==> src/sv/oigo_pkg.sv <==
// Package for the occupancy grid inflation core: field widths, register
// indexes, controller states and the command/status structs.
// No dependencies.
`default_nettype none

package oigo_pkg;

    // Field and internal widths
    localparam int DIM_W   = 9;   // image width / height register
    localparam int RAD_W   = 4;   // inflate radius register
    localparam int CSZ_W   = 5;   // cell size register
    localparam int CELL_W  = 8;   // cell_row / cell_col
    localparam int PIX_W   = 8;   // color channel
    localparam int COORD_W = 13;  // cell_row * cell_size + cell_size
    localparam int FLAG_W  = 2;
    localparam int CFG_W   = 9;   // widest register
    localparam int IDX_W   = 2;

    // Flag bit positions
    localparam int FLAG_BLACK   = 0;
    localparam int FLAG_NOT_RED = 1;

    // Color and size limits
    localparam logic [PIX_W-1:0] RED_FULL = 8'd255;
    localparam logic [CSZ_W-1:0] CELL_MAX = 5'd16;

    // Default storage bounds
    localparam int DEF_MAX_WIDTH  = 256;
    localparam int DEF_MAX_HEIGHT = 256;

    // Register reset values
    localparam logic [DIM_W-1:0] RST_WIDTH  = 9'd256;
    localparam logic [DIM_W-1:0] RST_HEIGHT = 9'd256;
    localparam logic [RAD_W-1:0] RST_RADIUS = 4'd0;
    localparam logic [CSZ_W-1:0] RST_CSIZE  = 5'd4;

    // Register indexes
    typedef enum logic [IDX_W-1:0] {
        REG_IMAGE_WIDTH    = 2'd0,
        REG_IMAGE_HEIGHT   = 2'd1,
        REG_INFLATE_RADIUS = 2'd2,
        REG_CELL_SIZE      = 2'd3
    } reg_idx_t;

    // Input commands
    localparam logic CMD_LOAD  = 1'b0;
    localparam logic CMD_QUERY = 1'b1;

    // Controller states
    typedef enum logic [2:0] {
        S_IDLE,
        S_BOUND,
        S_WIN,
        S_BASE,
        S_SCAN,
        S_DRAIN,
        S_DONE
    } state_t;

    // Controller to datapath
    typedef struct packed {
        logic load_pix;     // write the accepted pixel's flags
        logic start_query;  // capture cell origin, clear occupancy
        logic bound;        // cell bounds, empty check
        logic win;          // inflated window bounds
        logic base;         // first row base address
        logic scan;         // issue one read of the window
        logic push;         // move result to output register
    } cmd_t;

    // Datapath to controller
    typedef struct packed {
        logic empty;        // cell lies wholly outside the image
        logic scan_last;    // current read is the window's last
        logic out_free;     // output register can take a beat
    } stat_t;

endpackage

`default_nettype wire

==> src/sv/oigo_ctrl.sv <==
// Controller state machine: pixel loads in idle, query sequencing through
// bound, window, base, scan, drain and result. Uses oigo_pkg.
`default_nettype none

module oigo_ctrl
    import oigo_pkg::*;
(
    input  wire logic  aclk,
    input  wire logic  aresetn,
    input  wire logic  s_valid,
    input  wire logic  s_command,
    output logic       s_ready,
    input  wire stat_t stat,
    output cmd_t       cmd
);

    state_t state_reg, state_next;

    // State register
    always_ff @(posedge aclk) begin
        if (!aresetn) begin
            state_reg <= S_IDLE;
        end else begin
            state_reg <= state_next;
        end
    end

    // Next state
    always_comb begin
        state_next = state_reg;
        unique case (state_reg)
            S_IDLE: begin
                if (s_valid && s_command == CMD_QUERY) begin
                    state_next = S_BOUND;
                end
            end
            S_BOUND: state_next = S_WIN;
            S_WIN: begin
                state_next = stat.empty ? S_DONE : S_BASE;
            end
            S_BASE: state_next = S_SCAN;
            S_SCAN: begin
                if (stat.scan_last) begin
                    state_next = S_DRAIN;
                end
            end
            S_DRAIN: state_next = S_DONE;
            S_DONE: begin
                if (stat.out_free) begin
                    state_next = S_IDLE;
                end
            end
            default: state_next = S_IDLE;
        endcase
    end

    // Outputs
    always_comb begin
        cmd     = '0;
        s_ready = 1'b0;
        unique case (state_reg)
            S_IDLE: begin
                s_ready         = 1'b1;
                cmd.load_pix    = s_valid && s_command == CMD_LOAD;
                cmd.start_query = s_valid && s_command == CMD_QUERY;
            end
            S_BOUND: cmd.bound = 1'b1;
            S_WIN:   cmd.win   = 1'b1;
            S_BASE:  cmd.base  = 1'b1;
            S_SCAN:  cmd.scan  = 1'b1;
            S_DRAIN: ;
            S_DONE:  cmd.push  = stat.out_free;
            default: ;
        endcase
    end

endmodule

`default_nettype wire

==> config.mk <==
export PLATFORM = sky130hd
export DESIGN_NAME = oigo_ctrl
export DESIGN_NICKNAME = d
export VERILOG_FILES = /design/src/sv/oigo_pkg.sv /design/src/sv/oigo_ctrl.sv
export SDC_FILE = /design/constraint.sdc
export NUM_CORES = 1
export LEC_CHECK = 0
export CORE_AREA = 2 2 39 41
export DETAILED_ROUTE_END_ITERATION = 6
export DIE_AREA = 0 0 41 43
export DONT_BUFFER_PORTS = 1
export SETUP_SLACK_MARGIN = 0.15
export SLEW_MARGIN = 30
export SYNTH_ARGS = -nofsm -noshare
export SYNTH_HDL_FRONTEND = slang
export SYNTH_SLANG_ARGS = --single-unit
export TNS_END_PERCENT = 10
==> constraint.sdc <==
create_clock -name aclk -period 2.8 [get_ports aclk]
set_input_delay 0.14 -clock aclk [delete_from_list [all_inputs] [get_ports aclk]]
set_output_delay 0.14 -clock aclk [all_outputs]
set_load 0.01 [all_outputs]
==> results.md <==
- Outcome: finished, final reports clean
- Tcrit/Tclk final: 0.499
- Post-synth EDFFs: 0
- Post-Synth Simple-Gate Area: 0.425
- Final hold vios: 0
- CTS max path bufs: 2
- Final TNS setup: 0 ns
- Seq/Total Area, Yosys: 0.265
- Peak supply drop: ~0.13 mV
- Cell Area, Placed: 228 um^2
- TritonCTS clock tree: yes
- DRC viols: 0
- Switching portion of total power: 0.300
- Initial Utilization: 0.164
- Post-synthesis mux area share: 0
- Ports: 15
- Worst Setup Start Kind: register
- GR Util All Layers: 0.0702
- Number of global-route vias before repair: 190
- Worst slack, placed: between 1.5 and 2 ns
- Layout cells sized above 1: 0.200
- Slowest stage cell, crit path: dfxtp_1
- Flip-flop count of the largest register after layout: 3
- Cell Area, Synth: 226 um^2
- Slew Viols, Final: 0
- Resize count post-CTS: 0
- CP delay by family, top: simple AND/OR/NAND/NOR gates
- Worst hold slack: around 0.024 ns
- WL/cell: ~11 um
- Worst hold path class: primary input to register
- YS warnings: 0
- Final instance area: about 250 um^2
- Worst-path cell chain: nor3_2 -> nand2_1 -> nor2_1
- Pin count of the biggest net entering global routing: 14
- Comb power frac: 0.165
- Seq pwr share: 0.350
- Final setup violating endpoints: 0
- Worst-path fanout max: 10
- Pwr Density: around 630 nW/um^2
- Critical Path Max Stage Delay: ~0.4 ns
- Largest family of logic cells by synthesized area: simple AND/OR/NAND/NOR gates
- Cell Rows: 14
- Ys async rst share: 0
- Main synth FF type: dfxtp_1
- Area Growth Syn to Fin: 12.2%
- WP buf/inv: 0
- Via-per-instance ratio: 4.43
- Skew-Pair Late Insertion Delay: around 0.24 ns
- Data arrival, critical path: approximately 1.3 ns
- Cts hold-fix bufs: 0
- Setup Skew: ~0.0032 ns
- Biggest area consumer among synthesized cells: dfxtp_1
- Tightest Pin Transition: between 0.4 and 0.5 ns
- Clock slew at reported path FFs: ~0.04 ns
- Fmax: 716 MHz
- Core area: approximately 1400 um^2
- Compound-Gate Fraction of Synth Area: 0.227
- Syn Nets: 35
- Post-synthesis adder-cell area fraction: 0
- Die ar.: roughly 1800 um^2
- Clock Sinks: 3
- Placer Congestion: 0.625
- Syn Area/Cell: 8.09 um^2
- CTS H-tree lvls: 1
- Int Pwr: ~110 uW
- Area share of xor/xnor cells in the synthesized design: 0
- Clk root buf: clkbuf_4
- Num CTS Buffers: 3
- Endpoint class of the critical path: output pin
- Top post-synthesis cells by area: dfxtp_1, o21ai_0, nor2_1, nor3b_1, nand2b_4
- Die boundary width: 41 um
- Net Switching: 48.2 uW
- Setup Buffers After CTS: 0
- Gate count after technology mapping: 28
- Unrepaired setup endpoints after global routing: false
- Post-synth top area share: 0.265
- Count leader, synth: nor2_1
- PnR worst setup slack: about 1.4 ns
- Clock share of power: 0.486
- Fillers: approximately 160
- Synthesis-stage register bit count: 3
- Pre-antenna DRT Iters: 2
- First-pass GRT wire length: 738 um
- Critical setup path kind: register to output pin
- Initial DRC Count: 2
- Worst slew margin: 0.732
- Final ANT Viol Nets: 0
- DP Wirelength: about 370 um
- Pleak: roughly 0.095 nW
- Cell variety after synth: 18
- Final WL: around 500 um
- Most frequent cells after synthesis: nor2_1, dfxtp_1, nand2_1, o21ai_0, nor3b_1
- Ant diodes: 0
- Nets: 38
- Number of I/O port buffers: 0
- Max-cap viol count: 0
- Critical path required time: between 2 and 3 ns
- Total grt overflow: 0
- Die height: approximately 43 um
- Post-layout min period: ~1.4 ns
- Initial antenna violation count: 0
- Via count: 204
## placed cells by master (no fill, tap or decap)
cell,netlist,routed
and4b_1,1,1
and3_1,1,1
a21oi_1,1,1
nor2_1,4,4
o21ai_0,3,3
clkbuf_1,0,1
clkbuf_4,0,3
o31ai_1,1,1
nand2b_4,1,1
and3b_1,1,1
nand2_1,3,3
nor3_2,1,1
o21a_1,1,1
o211ai_1,1,1
nor3b_1,2,2
dfxtp_1,3,3
nor2b_1,1,1
a21oi_2,1,1
## kinds of logic after synthesis
kind of cell / count (synthesis)
and+or+nand+nor: 15
AOI/OAI and AO/OA: 8
DFF: 3
buffers and inverters: 2
## final cells by class
type | instances | area [um^2] | area share
clock buffer | 4 | 26.3 | 0.103
multi-input combinational | 23 | 148 | 0.581
sequential | 3 | 60.1 | 0.236
tap | 16 | 20.0 | 0.0788
## routing by layer
metal | vias to the layer above | global-route usage | part of all wire
met5 | - | 0 | 0
met4 | 0 | 0.0800 | 0.022
met3 | 2 | 0.0785 | 0.17
met2 | 12 | 0.0906 | 0.44
met1 | 88 | 0.0449 | 0.36
li1 | 102 | - | -
## final timing paths
| check | depth (start not counted) | startpoint | endpoint | slack [ns] |
|---|---|---|---|---|
| max | 3 | state_reg[1] | cmd[6] | 1.40 |
| min | 1 | aresetn | state_reg[1] | 0.02 |
| max reg2reg | 2 | state_reg[2] | state_reg[0] | 1.76 |
| min reg2reg | 1 | state_reg[0] | state_reg[0] | 0.67 |
## worst reg2reg max path, stage by stage (launching register included)
cell and delay, ns:
dfxtp_1 0.55, o21ai_0 0.17, and4b_1 0.21
## power by group through the flow
stage,Sequential (mW),Clock (mW),Combinational [mW]
after floorplan,0.0507,0,0.0326
after global placement,0.0570,0,0.0264
after detailed placement,0.0572,0,0.0268
after CTS,0.0565,0.0828,0.0269
after global routing,0.0575,0.0880,0.0299
final,0.0563,0.0781,0.0265
## metrics by stage
| step | power, mW | instances | utilization |
|---|---|---|---|
| after floorplan | 0.0833 | 28 | - |
| after global placement | 0.0835 | 42 | 0.165 |
| after detailed placement | 0.0840 | 42 | 0.165 |
| after CTS | 0.166 | 46 | 0.184 |
| after global routing | 0.175 | 46 | 0.184 |
| final | 0.161 | 46 | 0.184 |
Power figures use the tool's default switching activity.
